<file path="src/hw/rtl/hpcv_pkg.sv">
// Shared types and constants for the HLS pixel colour vote block.
// Colour codes, configuration layout, queue entry formats.
// No dependencies.
`timescale 1ns / 1ps

package hpcv_pkg;

  // Widths and limits
  localparam int unsigned NUM_COLOURS = 6;
  localparam int unsigned CNT_W       = 16;
  localparam int unsigned CFG_W       = 8;
  localparam int unsigned CFG_ADDR_W  = 3;
  localparam int unsigned PIX_W       = 8;

  // Counters saturate here
  localparam int unsigned MAX_TILE_PIXELS = 32768;
  localparam logic [CNT_W-1:0] CNT_MAX = CNT_W'(MAX_TILE_PIXELS);

  // Fixed lower hue bounds of the green and blue bands
  localparam logic [PIX_W-1:0] GREEN_HUE_MIN = 8'd30;
  localparam logic [PIX_W-1:0] BLUE_HUE_MIN  = 8'd100;

  // Default queue depths
  localparam int unsigned QUEUE_DEPTH  = 4;
  localparam int unsigned RESULT_DEPTH = 4;

  // Colour codes; NONE marks an unclassified pixel
  typedef enum logic [2:0] {
    COL_WHITE  = 3'd0,
    COL_YELLOW = 3'd1,
    COL_RED    = 3'd2,
    COL_ORANGE = 3'd3,
    COL_GREEN  = 3'd4,
    COL_BLUE   = 3'd5,
    COL_NONE   = 3'd6
  } colour_t;

  // Tie-break order: alphabetical by colour name
  localparam colour_t LETTER_ORDER [NUM_COLOURS] = '{
    COL_BLUE, COL_GREEN, COL_ORANGE, COL_RED, COL_WHITE, COL_YELLOW
  };

  // Configuration register indexes
  localparam logic [CFG_ADDR_W-1:0] REG_WHITE_SAT_MAX    = 3'd0;
  localparam logic [CFG_ADDR_W-1:0] REG_YELLOW_HUE_MIN   = 3'd1;
  localparam logic [CFG_ADDR_W-1:0] REG_YELLOW_HUE_MAX   = 3'd2;
  localparam logic [CFG_ADDR_W-1:0] REG_RED_HUE_LOW_MAX  = 3'd3;
  localparam logic [CFG_ADDR_W-1:0] REG_RED_HUE_HIGH_MIN = 3'd4;
  localparam logic [CFG_ADDR_W-1:0] REG_ORANGE_LIGHT_MIN = 3'd5;
  localparam logic [CFG_ADDR_W-1:0] REG_GREEN_HUE_MAX    = 3'd6;
  localparam logic [CFG_ADDR_W-1:0] REG_BLUE_HUE_MAX     = 3'd7;

  typedef struct packed {
    logic [CFG_W-1:0] white_sat_max;
    logic [CFG_W-1:0] yellow_hue_min;
    logic [CFG_W-1:0] yellow_hue_max;
    logic [CFG_W-1:0] red_hue_low_max;
    logic [CFG_W-1:0] red_hue_high_min;
    logic [CFG_W-1:0] orange_light_min;
    logic [CFG_W-1:0] green_hue_max;
    logic [CFG_W-1:0] blue_hue_max;
  } cfg_t;

  localparam cfg_t CFG_RESET = '{
    white_sat_max:    8'd80,
    yellow_hue_min:   8'd10,
    yellow_hue_max:   8'd30,
    red_hue_low_max:  8'd10,
    red_hue_high_min: 8'd160,
    orange_light_min: 8'd100,
    green_hue_max:    8'd100,
    blue_hue_max:     8'd125
  };

  // Classified pixel between front and back
  typedef struct packed {
    colour_t code;
    logic    last;
  } px_item_t;

  // Tile vote result
  typedef struct packed {
    colour_t          colour;
    logic             found;
    logic [CNT_W-1:0] count;
  } result_t;

endpackage

</file>
<file path="src/hw/rtl/hpcv_front.sv">
// Front end: accepts pixels, classifies them and queues the colour codes.
// Depends on hpcv_pkg.
`timescale 1ns / 1ps

module hpcv_front import hpcv_pkg::*; #(
  parameter int unsigned DEPTH = QUEUE_DEPTH
) (
  input  logic             clk,
  input  logic             rst,
  input  cfg_t             cfg,
  input  logic             push,
  output logic             full,
  input  logic [PIX_W-1:0] hue,
  input  logic [PIX_W-1:0] lightness,
  input  logic [PIX_W-1:0] saturation,
  input  logic             last_pixel,
  output logic             q_valid,
  input  logic             q_pop,
  output px_item_t         q_item
);

  localparam int unsigned PTR_W  = (DEPTH > 1) ? $clog2(DEPTH) : 1;
  localparam int unsigned FILL_W = $clog2(DEPTH + 1);

  px_item_t            mem [DEPTH];
  logic [PTR_W-1:0]    wr_ptr;
  logic [PTR_W-1:0]    rd_ptr;
  logic [FILL_W-1:0]   fill;
  colour_t             code;
  logic                wr_en;

  // Threshold tests in priority order
  always_comb begin
    if (saturation <= cfg.white_sat_max) begin
      code = COL_WHITE;
    end else if (hue >= cfg.yellow_hue_min && hue <= cfg.yellow_hue_max) begin
      code = COL_YELLOW;
    end else if (hue <= cfg.red_hue_low_max || hue >= cfg.red_hue_high_min) begin
      code = (lightness < cfg.orange_light_min) ? COL_RED : COL_ORANGE;
    end else if (hue >= GREEN_HUE_MIN && hue <= cfg.green_hue_max) begin
      code = COL_GREEN;
    end else if (hue >= BLUE_HUE_MIN && hue <= cfg.blue_hue_max) begin
      code = COL_BLUE;
    end else begin
      code = COL_NONE;
    end
  end

  assign full    = (fill == FILL_W'(DEPTH));
  assign q_valid = (fill != '0);
  assign wr_en   = push && !full;
  assign q_item  = mem[rd_ptr];

  // Queue storage
  always_ff @(posedge clk) begin
    if (wr_en) begin
      mem[wr_ptr] <= '{code: code, last: last_pixel};
    end
  end

  // Pointers and fill level
  always_ff @(posedge clk) begin
    if (rst) begin
      wr_ptr <= '0;
      rd_ptr <= '0;
      fill   <= '0;
    end else begin
      if (wr_en) begin
        wr_ptr <= (wr_ptr == PTR_W'(DEPTH - 1)) ? '0 : wr_ptr + 1'b1;
      end
      if (q_pop) begin
        rd_ptr <= (rd_ptr == PTR_W'(DEPTH - 1)) ? '0 : rd_ptr + 1'b1;
      end
      case ({wr_en, q_pop})
        2'b10:   fill <= fill + 1'b1;
        2'b01:   fill <= fill - 1'b1;
        default: fill <= fill;
      endcase
    end
  end

endmodule

</file>
<file path="src/hw/rtl/hpcv_back.sv">
// Back end: per-colour saturating counters, end-of-tile snapshot and vote.
// Depends on hpcv_pkg.
`timescale 1ns / 1ps

module hpcv_back import hpcv_pkg::*; #(
  parameter int unsigned RES_DEPTH = RESULT_DEPTH
) (
  input  logic                           clk,
  input  logic                           rst,
  input  logic                           q_valid,
  output logic                           q_pop,
  input  px_item_t                       q_item,
  input  logic [$clog2(RES_DEPTH+1)-1:0] res_fill,
  output logic                           res_push,
  output result_t                        res_data
);

  localparam int unsigned RF_W = $clog2(RES_DEPTH + 1);

  logic [CNT_W-1:0] counts [NUM_COLOURS];
  logic [CNT_W-1:0] counts_next [NUM_COLOURS];
  logic [CNT_W-1:0] snap [NUM_COLOURS];
  logic             snap_valid;
  logic             room;
  logic             tile_end;
  colour_t          best;
  logic [CNT_W-1:0] best_count;

  // A tile end needs a free result slot, counting the vote in flight
  assign room     = ({1'b0, res_fill} + {{RF_W{1'b0}}, snap_valid}) < (RF_W + 1)'(RES_DEPTH);
  assign q_pop    = q_valid && (!q_item.last || room);
  assign tile_end = q_pop && q_item.last;

  // Saturating increment of the matching counter
  always_comb begin
    for (int i = 0; i < NUM_COLOURS; i++) begin
      if (q_item.code == colour_t'(i) && counts[i] != CNT_MAX) begin
        counts_next[i] = counts[i] + 1'b1;
      end else begin
        counts_next[i] = counts[i];
      end
    end
  end

  // Counters: cleared at tile end, final values go to the snapshot
  always_ff @(posedge clk) begin
    if (rst) begin
      for (int i = 0; i < NUM_COLOURS; i++) begin
        counts[i] <= '0;
      end
      snap_valid <= 1'b0;
    end else begin
      snap_valid <= tile_end;
      for (int i = 0; i < NUM_COLOURS; i++) begin
        if (tile_end) begin
          counts[i] <= '0;
        end else if (q_pop) begin
          counts[i] <= counts_next[i];
        end
      end
    end
  end

  always_ff @(posedge clk) begin
    if (tile_end) begin
      for (int i = 0; i < NUM_COLOURS; i++) begin
        snap[i] <= counts_next[i];
      end
    end
  end

  // Vote: strict greater-than in letter order keeps the earliest on ties
  always_comb begin
    best       = COL_WHITE;
    best_count = '0;
    for (int i = 0; i < NUM_COLOURS; i++) begin
      if (snap[LETTER_ORDER[i]] > best_count) begin
        best_count = snap[LETTER_ORDER[i]];
        best       = LETTER_ORDER[i];
      end
    end
  end

  assign res_push = snap_valid;
  assign res_data = '{colour: best, found: (best_count != '0), count: best_count};

`ifndef SYNTHESIS
  a_pop_needs_valid: assert property (@(posedge clk) disable iff (rst)
    q_pop |-> q_valid)
    else $error("back popped an empty queue");

  a_snap_follows_end: assert property (@(posedge clk) disable iff (rst)
    snap_valid |-> $past(tile_end))
    else $error("vote without a tile end");

  a_clear_after_end: assert property (@(posedge clk) disable iff (rst)
    tile_end |=> (counts[0] == '0 && counts[1] == '0 && counts[2] == '0 &&
                  counts[3] == '0 && counts[4] == '0 && counts[5] == '0))
    else $error("counters not cleared after tile end");

  a_no_overflow: assert property (@(posedge clk) disable iff (rst)
    snap_valid |-> best_count <= CNT_MAX)
    else $error("winning count above saturation limit");
`endif

endmodule

</file>
<file path="src/hw/rtl/hpcv_res_fifo.sv">
// Result queue feeding the output side of the block.
// Depends on hpcv_pkg.
`timescale 1ns / 1ps

module hpcv_res_fifo import hpcv_pkg::*; #(
  parameter int unsigned DEPTH = RESULT_DEPTH
) (
  input  logic                       clk,
  input  logic                       rst,
  input  logic                       wr,
  input  result_t                    wr_data,
  output logic [$clog2(DEPTH+1)-1:0] fill,
  output logic                       empty,
  input  logic                       pop,
  output result_t                    rd_data
);

  localparam int unsigned PTR_W  = (DEPTH > 1) ? $clog2(DEPTH) : 1;
  localparam int unsigned FILL_W = $clog2(DEPTH + 1);

  result_t          mem [DEPTH];
  logic [PTR_W-1:0] wr_ptr;
  logic [PTR_W-1:0] rd_ptr;
  logic             rd_en;

  assign empty   = (fill == '0);
  assign rd_en   = pop && !empty;
  assign rd_data = mem[rd_ptr];

  // Storage
  always_ff @(posedge clk) begin
    if (wr) begin
      mem[wr_ptr] <= wr_data;
    end
  end

  // Pointers and fill level; the writer checks room before writing
  always_ff @(posedge clk) begin
    if (rst) begin
      wr_ptr <= '0;
      rd_ptr <= '0;
      fill   <= '0;
    end else begin
      if (wr) begin
        wr_ptr <= (wr_ptr == PTR_W'(DEPTH - 1)) ? '0 : wr_ptr + 1'b1;
      end
      if (rd_en) begin
        rd_ptr <= (rd_ptr == PTR_W'(DEPTH - 1)) ? '0 : rd_ptr + 1'b1;
      end
      case ({wr, rd_en})
        2'b10:   fill <= fill + 1'b1;
        2'b01:   fill <= fill - 1'b1;
        default: fill <= fill;
      endcase
    end
  end

`ifndef SYNTHESIS
  a_no_write_when_full: assert property (@(posedge clk) disable iff (rst)
    (fill == FILL_W'(DEPTH)) |-> !wr)
    else $error("result written into a full queue");

  a_fill_bounded: assert property (@(posedge clk) disable iff (rst)
    fill <= FILL_W'(DEPTH))
    else $error("result queue fill out of range");

  a_fill_tracks: assert property (@(posedge clk) disable iff (rst)
    (wr && !rd_en) |=> fill == $past(fill) + 1'b1)
    else $error("result queue fill did not count a write");
`endif

endmodule

</file>
<file path="src/hw/rtl/hls_pixel_colour_vote.sv">
// Top level of the HLS pixel colour vote block: configuration registers,
// front classifier queue, counting back end and result queue.
// Depends on hpcv_pkg, hpcv_front, hpcv_back, hpcv_res_fifo.
//
// Usage:
//   Pixels (hue, lightness, saturation, last_pixel) enter on the push/full
//   queue interface, one per cycle while full is low. Each pixel is sorted
//   into one of six colours and counted, or else left uncounted. The pixel
//   with last_pixel set closes the tile: one result (colour, found,
//   winning_count) then appears on the empty/pop interface and all counters
//   restart from zero. Throughput: one pixel per cycle, sustained while the
//   result queue has room, including tile ends. A tile's result reaches
//   the output (empty low) through the front queue write, then the counter
//   snapshot; the vote settles combinationally into the result queue write.
//   The front queue (QUEUE_DEPTH entries) lets pixels flow in while the
//   counters wait for room in the result queue (RESULT_DEPTH entries).
//   When the receiver stalls, results collect in the result queue; once it
//   is full, tile-end pixels wait in the front queue, which then fills and
//   raises full. Nothing is dropped. The user must write configuration
//   through cfg_wr/cfg_addr/cfg_data only while idle; the block does not
//   enforce this. Reset (rst, synchronous) empties both queues, clears the
//   counters and loads the default thresholds.
`timescale 1ns / 1ps

module hls_pixel_colour_vote import hpcv_pkg::*; #(
  parameter int unsigned QUEUE_DEPTH_P  = QUEUE_DEPTH,
  parameter int unsigned RESULT_DEPTH_P = RESULT_DEPTH
) (
  input  logic                  clk,
  input  logic                  rst,
  // pixel input
  input  logic                  push,
  output logic                  full,
  input  logic [PIX_W-1:0]      hue,
  input  logic [PIX_W-1:0]      lightness,
  input  logic [PIX_W-1:0]      saturation,
  input  logic                  last_pixel,
  // tile result
  output logic                  empty,
  input  logic                  pop,
  output logic [2:0]            colour,
  output logic                  found,
  output logic [CNT_W-1:0]      winning_count,
  // configuration
  input  logic                  cfg_wr,
  input  logic [CFG_ADDR_W-1:0] cfg_addr,
  input  logic [CFG_W-1:0]      cfg_data
);

  localparam int unsigned RF_W = $clog2(RESULT_DEPTH_P + 1);

  cfg_t            cfg;
  logic            q_valid;
  logic            q_pop;
  px_item_t        q_item;
  logic [RF_W-1:0] res_fill;
  logic            res_push;
  result_t         res_in;
  result_t         res_out;

  // Configuration registers
  always_ff @(posedge clk) begin
    if (rst) begin
      cfg <= CFG_RESET;
    end else if (cfg_wr) begin
      unique case (cfg_addr)
        REG_WHITE_SAT_MAX:    cfg.white_sat_max    <= cfg_data;
        REG_YELLOW_HUE_MIN:   cfg.yellow_hue_min   <= cfg_data;
        REG_YELLOW_HUE_MAX:   cfg.yellow_hue_max   <= cfg_data;
        REG_RED_HUE_LOW_MAX:  cfg.red_hue_low_max  <= cfg_data;
        REG_RED_HUE_HIGH_MIN: cfg.red_hue_high_min <= cfg_data;
        REG_ORANGE_LIGHT_MIN: cfg.orange_light_min <= cfg_data;
        REG_GREEN_HUE_MAX:    cfg.green_hue_max    <= cfg_data;
        REG_BLUE_HUE_MAX:     cfg.blue_hue_max     <= cfg_data;
        default:              cfg                  <= cfg;
      endcase
    end
  end

  hpcv_front #(
    .DEPTH(QUEUE_DEPTH_P)
  ) u_front (
    .clk        (clk),
    .rst        (rst),
    .cfg        (cfg),
    .push       (push),
    .full       (full),
    .hue        (hue),
    .lightness  (lightness),
    .saturation (saturation),
    .last_pixel (last_pixel),
    .q_valid    (q_valid),
    .q_pop      (q_pop),
    .q_item     (q_item)
  );

  hpcv_back #(
    .RES_DEPTH(RESULT_DEPTH_P)
  ) u_back (
    .clk      (clk),
    .rst      (rst),
    .q_valid  (q_valid),
    .q_pop    (q_pop),
    .q_item   (q_item),
    .res_fill (res_fill),
    .res_push (res_push),
    .res_data (res_in)
  );

  hpcv_res_fifo #(
    .DEPTH(RESULT_DEPTH_P)
  ) u_res_fifo (
    .clk     (clk),
    .rst     (rst),
    .wr      (res_push),
    .wr_data (res_in),
    .fill    (res_fill),
    .empty   (empty),
    .pop     (pop),
    .rd_data (res_out)
  );

  assign colour        = res_out.colour;
  assign found         = res_out.found;
  assign winning_count = res_out.count;

endmodule

</file>
<file path="config.mk">
export PLATFORM = sky130hd
export DESIGN_NAME = hls_pixel_colour_vote
export DESIGN_NICKNAME = d
export VERILOG_FILES = /design/src/hw/rtl/hpcv_pkg.sv /design/src/hw/rtl/hpcv_front.sv /design/src/hw/rtl/hpcv_back.sv /design/src/hw/rtl/hpcv_res_fifo.sv /design/src/hw/rtl/hls_pixel_colour_vote.sv
export SDC_FILE = /design/constraint.sdc
export NUM_CORES = 1
export LEC_CHECK = 0
export BUFFER_PORTS_ARGS = -buffer_cell sky130_fd_sc_hd__buf_2
export CAP_MARGIN = 40
export CORE_UTILIZATION = 35
export DETAILED_ROUTE_END_ITERATION = 10
export GPL_TIMING_DRIVEN = 0
export HOLD_SLACK_MARGIN = 0.06
export PLACE_DENSITY = 0.54
export RECOVER_POWER = 50
export SYNTH_ARGS = -nofsm -noshare
export SYNTH_HDL_FRONTEND = slang
export SYNTH_SLANG_ARGS = --single-unit
export TNS_END_PERCENT = 1
</file>
<file path="constraint.sdc">
create_clock -name clk -period 19.9 [get_ports clk]
set_input_delay 2.985 -clock clk [delete_from_list [all_inputs] [get_ports clk]]
set_output_delay 2.985 -clock clk [all_outputs]
set_load 0.02 [all_outputs]
</file>
; ---- Word-level counts from Yosys, hierarchy flattened
; Memories as Yosys holds them, arrays and structs flattened. A register that Yosys moved wholly into a read port is not among the register bits.
; Cells that the tools add are included.
[totals]
output_inout_bits = 22
reg_bits = 79
n_memories = 4
in_bits = 41
elab_cells = 183
ramBits = 288
[mem_list]
columns = name, words, width, rd, rd_clocked_by_memory_dff, wr, line
row1 = u_back.counts, 6, 16, 6, 0, 6, hpcv_back.sv:20  ; logic [CNT_W-1:0] counts [NUM_COLOURS];
row2 = u_back.snap, 6, 16, 6, 0, 6, hpcv_back.sv:22  ; logic [CNT_W-1:0] snap [NUM_COLOURS];
row3 = u_res_fifo.mem, 4, 20, 1, 1, 1, hpcv_res_fifo.sv:21  ; result_t mem [DEPTH];
row4 = u_front.mem, 4, 4, 1, 1, 1, hpcv_front.sv:25  ; px_item_t mem [DEPTH];
[op_classes]
n_lt_le_gt_ge = 17
bitwise = 12
eq_ne = 27
n_mux = 60
n_reduce_logical = 33
n_addsub = 15
[op_table]
columns = operator, count
row1 = $mux W16, 24
row2 = $add A16 B1 Y16 const B, 6
row3 = $ne A16 B16 Y1 const B, 6
row4 = $gt A16 B16 Y1, 5
row5 = $le A8 B8 Y1, 5
row6 = $mux W3, 10
row7 = $eq A3 B3 Y1 const B, 7
row8 = $mux W2, 9
row9 = $ge A8 B8 Y1, 2
row10 = $gt A16 B1 Y1 const B, 1
row11 = $reduce_and A2 Y1, 8
row12 = $reduce_bool A16 Y1, 1
row13 = $mux W1, 15
row14 = $logic_and A1 B1 Y1, 13
row15 = $eq A2 B2 Y1 const B, 6
row16 = $eq A3 B2 Y1 const B, 4
row17 = $or A1 B1 Y1, 12
row18 = $pmux W3 S2, 2
row19 = $logic_not A3 Y1, 3
row20 = $add A2 B1 Y2 const B, 4
row21 = $ge A8 B5 Y1 const B, 1
row22 = $ge A8 B7 Y1 const B, 1
row23 = $lt A8 B8 Y1, 1
row24 = $add A3 B1 Y3 const B, 2
row25 = other kinds (9), 16

; ---- Logic depth before layout (Yosys ltp)
; An unclocked memory read counts as a cell.
[logic_depth]
word_depth = 14
depth_mapped = 59
depth_no_buf = 51

; ---- Modules after synthesis
; A second synthesis with hierarchy kept.
[unflattened]
hier_cells = 1786
hier_area_um2 = 20553.5
[by_module_without_submodules]
columns = module, instances, area_each_um2, cells_each, seq_area_each_um2
row1 = hpcv_back, 1, 11982.7, 1098, 5785.5
row2 = hpcv_res_fifo, 1, 3338.2, 152, 2582.5
row3 = hpcv_front, 1, 2681.3, 296, 660.6
row4 = hls_pixel_colour_vote, 1, 2551.2, 240, 1281.2

; ---- Worst setup path before layout
; OpenSTA, ideal clock, no wires.
[synth_timing]
kind = register to register
from = memory u_back.snap[4][15]
to = memory u_res_fifo.mem[0][16] (netlist bit), data pin
required_time_ns = 19.607
slack_ns = 8.079
period_less_slack_ns = 11.821
arrival_time_ns = 11.528
path_stages_with_launch = 57
path_buffers = 8
setup_ns = 0.293
cell_sequence = edfxtp_1 -> ha_1 -> nand4_2 -> nor4_2 -> o21ai_1 -> a31oi_1 -> clkbuf_1 -> clkbuf_1 -> a21oi_1 -> ha_1 -> nand4_1 -> or2_1 -> o311ai_1 -> o21ai_0 -> nand3_1 -> buf_4 -> mux2i_1 -> inv_1 -> (+21 left out) -> buf_2 -> nor4_1 -> or2_2 -> ha_1 -> a21o_1 -> a21o_1 -> a21o_1 -> a21o_1 -> a21o_1 -> o21ai_0 -> a21oi_1 -> o31a_1 -> clkbuf_1 -> clkbuf_1 -> nand2_1 -> o31ai_1 -> nor4_1 -> nand4_1
[synth_lines]
columns = item, line
row1 = from (decl), hpcv_back.sv:22
row2 = to (decl), hpcv_res_fifo.sv:21

==> impl_metrics.csv <==
group,metric,value,unit
outcome,status,"finished clean",
sta,finalSetupTns,0,ns
worst_setup_path,r2r-start,"u_back.snap[5][15]",
grt,grt_overflow_total,0,
sta,fin_crit_sh,0.755,
route,via_count,13700,
final_layout,fin_util,0.402,
worst_setup_path,crit_top_cell,"a21o_1",
grt,grt_max_degree,53,
route,firstDrtPassIters,5,
yosys,synthesis.nets,2032,
min_path,hold_path_end,"cfg[7]",
worst_setup_path,rrSetupSlack,4.88,ns
route,wl,48.1,mm
die,boundaryPins,63,
die,die_h,242,um
sta,fin_ws,4.88,ns
min_path,hold_start,"cfg[7]",
run,maxCapViolCount,0,
clock_tree,cts_buffers,42,
yosys,synth_area,20200,um^2
final_layout,finish.net_count,2146,
worst_setup_path,critical_path_buf_inv_count,11,
sta,final_max_slew_viol_count,0,
clock_tree,htreeDepth,2,
yosys,synth_top_area_share,0.429,
grt,antenna_found_initial,0,
worst_setup_path,regToRegEndpoint,"u_res_fifo.mem[0][16]",
yosys,synthFlopType,"edfxtp_1",
final_layout,area_growth,12.9,%
die,start_util,0.356,
worst_setup_path,critPathTopFamily,"compound AO/OA/AOI/OAI gates",
die,rows,87,
worst_setup_path,critPathMaxStageDelay,0.77,ns
clock_tree,cts_resized,0,
clock_tree,clk_latency,0.57,ns
die,coreArea,56600,um^2
yosys,yosys_warnings,0,
worst_setup_path,cp_max_fo,10,
grt,grt_pass1_wl,75.7,mm
yosys,ys_ff_latch,371,
sta,max_freq,66.6,MHz
worst_setup_path,timing.critical_path.slowest_stage_cell,"o311ai_1",
yosys,async_flop_share,0,
placement,portBuffers,51,
sta,fin_crit,15.02,ns
clock_tree,clk_pin_slew,0.06,ns
grt,grt_usage,0.164,
yosys,syn_area_per_cell,11.0,um^2
clock_tree,root_buffer,"clkbuf_16",
yosys,syn_inst,1825,
sta,finalSetupViolations,0,
grt,grt_pass1_vias,13700,
clock_tree,post-cts-setup-buffers,0,
placement,preCtsSetupSlack,5.09,ns
yosys,synth_edf_count,288,
clock_tree,cts_tree,"yes",
sta,rsz0062_at_grt,"no",
worst_setup_path,cp-start-kind,"flop",
placement,dpl.hpwl,36.3,mm
route,wl_per_cell,17.6,um
clock_tree,ctsHoldBuffers,0,
sta,worst_pin_slew,0.973,ns
final_layout,antenna_cells,0,
route,drc_errors,0,
yosys,ys_seq_area_frac,0.511,
sta,worst_clock_skew,0.0210,ns
worst_setup_path,r2r_cells,57,
min_path,min_path_type,"reg2reg",
placement,routabilityCongestion,0.910,
worst_setup_path,crit_type,"reg2reg",
yosys,synthTopCellsByArea,"edfxtp_1, ha_1, dfxtp_1",
min_path,hold_path_depth,2,
clock_tree,clkSinkCount,371,
sta,finalHoldViolCount,0,
clock_tree,clock_path_buffers,3,
worst_setup_path,crit_arrival,15.26,ns
die,die-area,58600,um^2
route,drt-initial-drc-count,734,
route,ant_nets,0,
final_layout,drive_gt1_frac,0.0998,
die,dieWidth,242,um
sta,final.hold.worst_slack,0.456,ns
worst_setup_path,crit_path_end_kind,"flop",
final_layout,final_cell_mix,"edfxtp_1, inv_1, ha_1",
worst_setup_path,required,20.15,ns
final_layout,final_common_cell,"edfxtp_1",
yosys,yosysUniqueCellTypes,70,
sta,maxSlewHeadroom,0.351,
yosys,yosysTopAreaCell,"edfxtp_1",
route,viasPerCell,5.04,
## synth_stat cells, types with 3 or more instances
library cell / number
edfxtp_1: 288
inv_1: 171
ha_1: 164
nand2_1: 147
nor2b_1: 117
nor2_1: 106
a21oi_1: 92
dfxtp_1: 83
xor2_1: 50
xnor2_1: 44
clkbuf_1: 42
nand3_1: 41
nand4_1: 41
o21ai_0: 39
nor3_1: 32
nor4_1: 30
a21o_1: 28
and3_1: 27
mux2i_1: 27
mux4_2: 24
or2_2: 24
a31oi_1: 21
mux2_2: 20
nand2b_1: 20
o31ai_1: 18
a211o_1: 17
nor4b_1: 12
and2_1: 11
o21a_1: 11
nand3b_1: 8
and4_1: 5
clkbuf_2: 5
buf_2: 4
o211ai_1: 4
a211oi_1: 3
buf_1: 3
o21ai_1: 3
or3_1: 3
## tightest hold or removal path: cells and delay by family, from the launching register on
family / cells / cell delay [ns]
AOI/OAI and AO/OA: 1 / 0.05
DFF: 1 / 0.31
and+or+nand+nor: 1 / 0.05
## registers in the layout (all words and copies together), names as in the netlist, 2 cells and up, named ones only
name and count:
u_front.wr_ptr 2, u_res_fifo.wr_ptr 2, u_back.counts 96, u_res_fifo.fill 3, u_front.fill 3, u_front.mem 16
u_back.snap 96, u_res_fifo.rd_ptr 2, u_front.rd_ptr 2, cfg 64, u_res_fifo.mem 80
## how the worst max path moves through the flow
stage / start / endpoint / cells past startpoint
floorplan: u_back.snap[4][15] / u_res_fifo.mem[0][16] / 56
global placement: u_back.snap[5][15] / u_res_fifo.mem[0][16] / 57
detailed placement: u_back.snap[5][15] / u_res_fifo.mem[0][16] / 57
CTS: u_back.snap[5][15] / u_res_fifo.mem[0][16] / 57
global route: u_back.snap[5][15] / u_res_fifo.mem[0][16] / 57
finish: u_back.snap[5][15] / u_res_fifo.mem[0][16] / 57
## final cells by class
type / count / area (um^2)
inverters: 171 / 642
clock buffers: 53 / 1120
clock inverters: 25 / 159
plain buffers: 56 / 233
multi-input cells: 1227 / 8970
well taps: 756 / 946
fillers: 5517 / 33900
flip-flops and latches: 371 / 10300
repair buffers: 70 / 363
## per-layer routing
layer	up-vias	global-route usage	part of all wire
li1	6793	-	-
met4	0	0.0525	0.028
met3	70	0.0296	0.043
met5	-	0	0
met2	270	0.271	0.46
met1	6614	0.216	0.47
## cells by family (layout without fill, tap and decap cells)
| logic type | count (synthesis) | count (layout) | share of synthesized area |
|---|---|---|---|
| adder cells (fa/ha/maj) | 166 | 166 | 0.104 |
| multiplexers | 72 | 72 | 0.0521 |
| XOR/XNOR | 94 | 94 | 0.0408 |
| flip-flops | 371 | 371 | 0.511 |
| AND/OR/NAND/NOR | 635 | 635 | 0.165 |
| buffers and inverters | 227 | 375 | 0.0434 |
| AO/OA/AOI/OAI | 260 | 260 | 0.0832 |
## through the flow
step                      area [um^2]  instances
after floorplan                 20200       1825
after global placement          21400       2632
after CTS                       22900       2729
after detailed placement        21600       2651
after global routing            22800       2729
final                           22800       2729
Power is left out: the tool's default activity adds up to more than one toggle a clock period on the data nets, which glitch-free logic cannot reach.
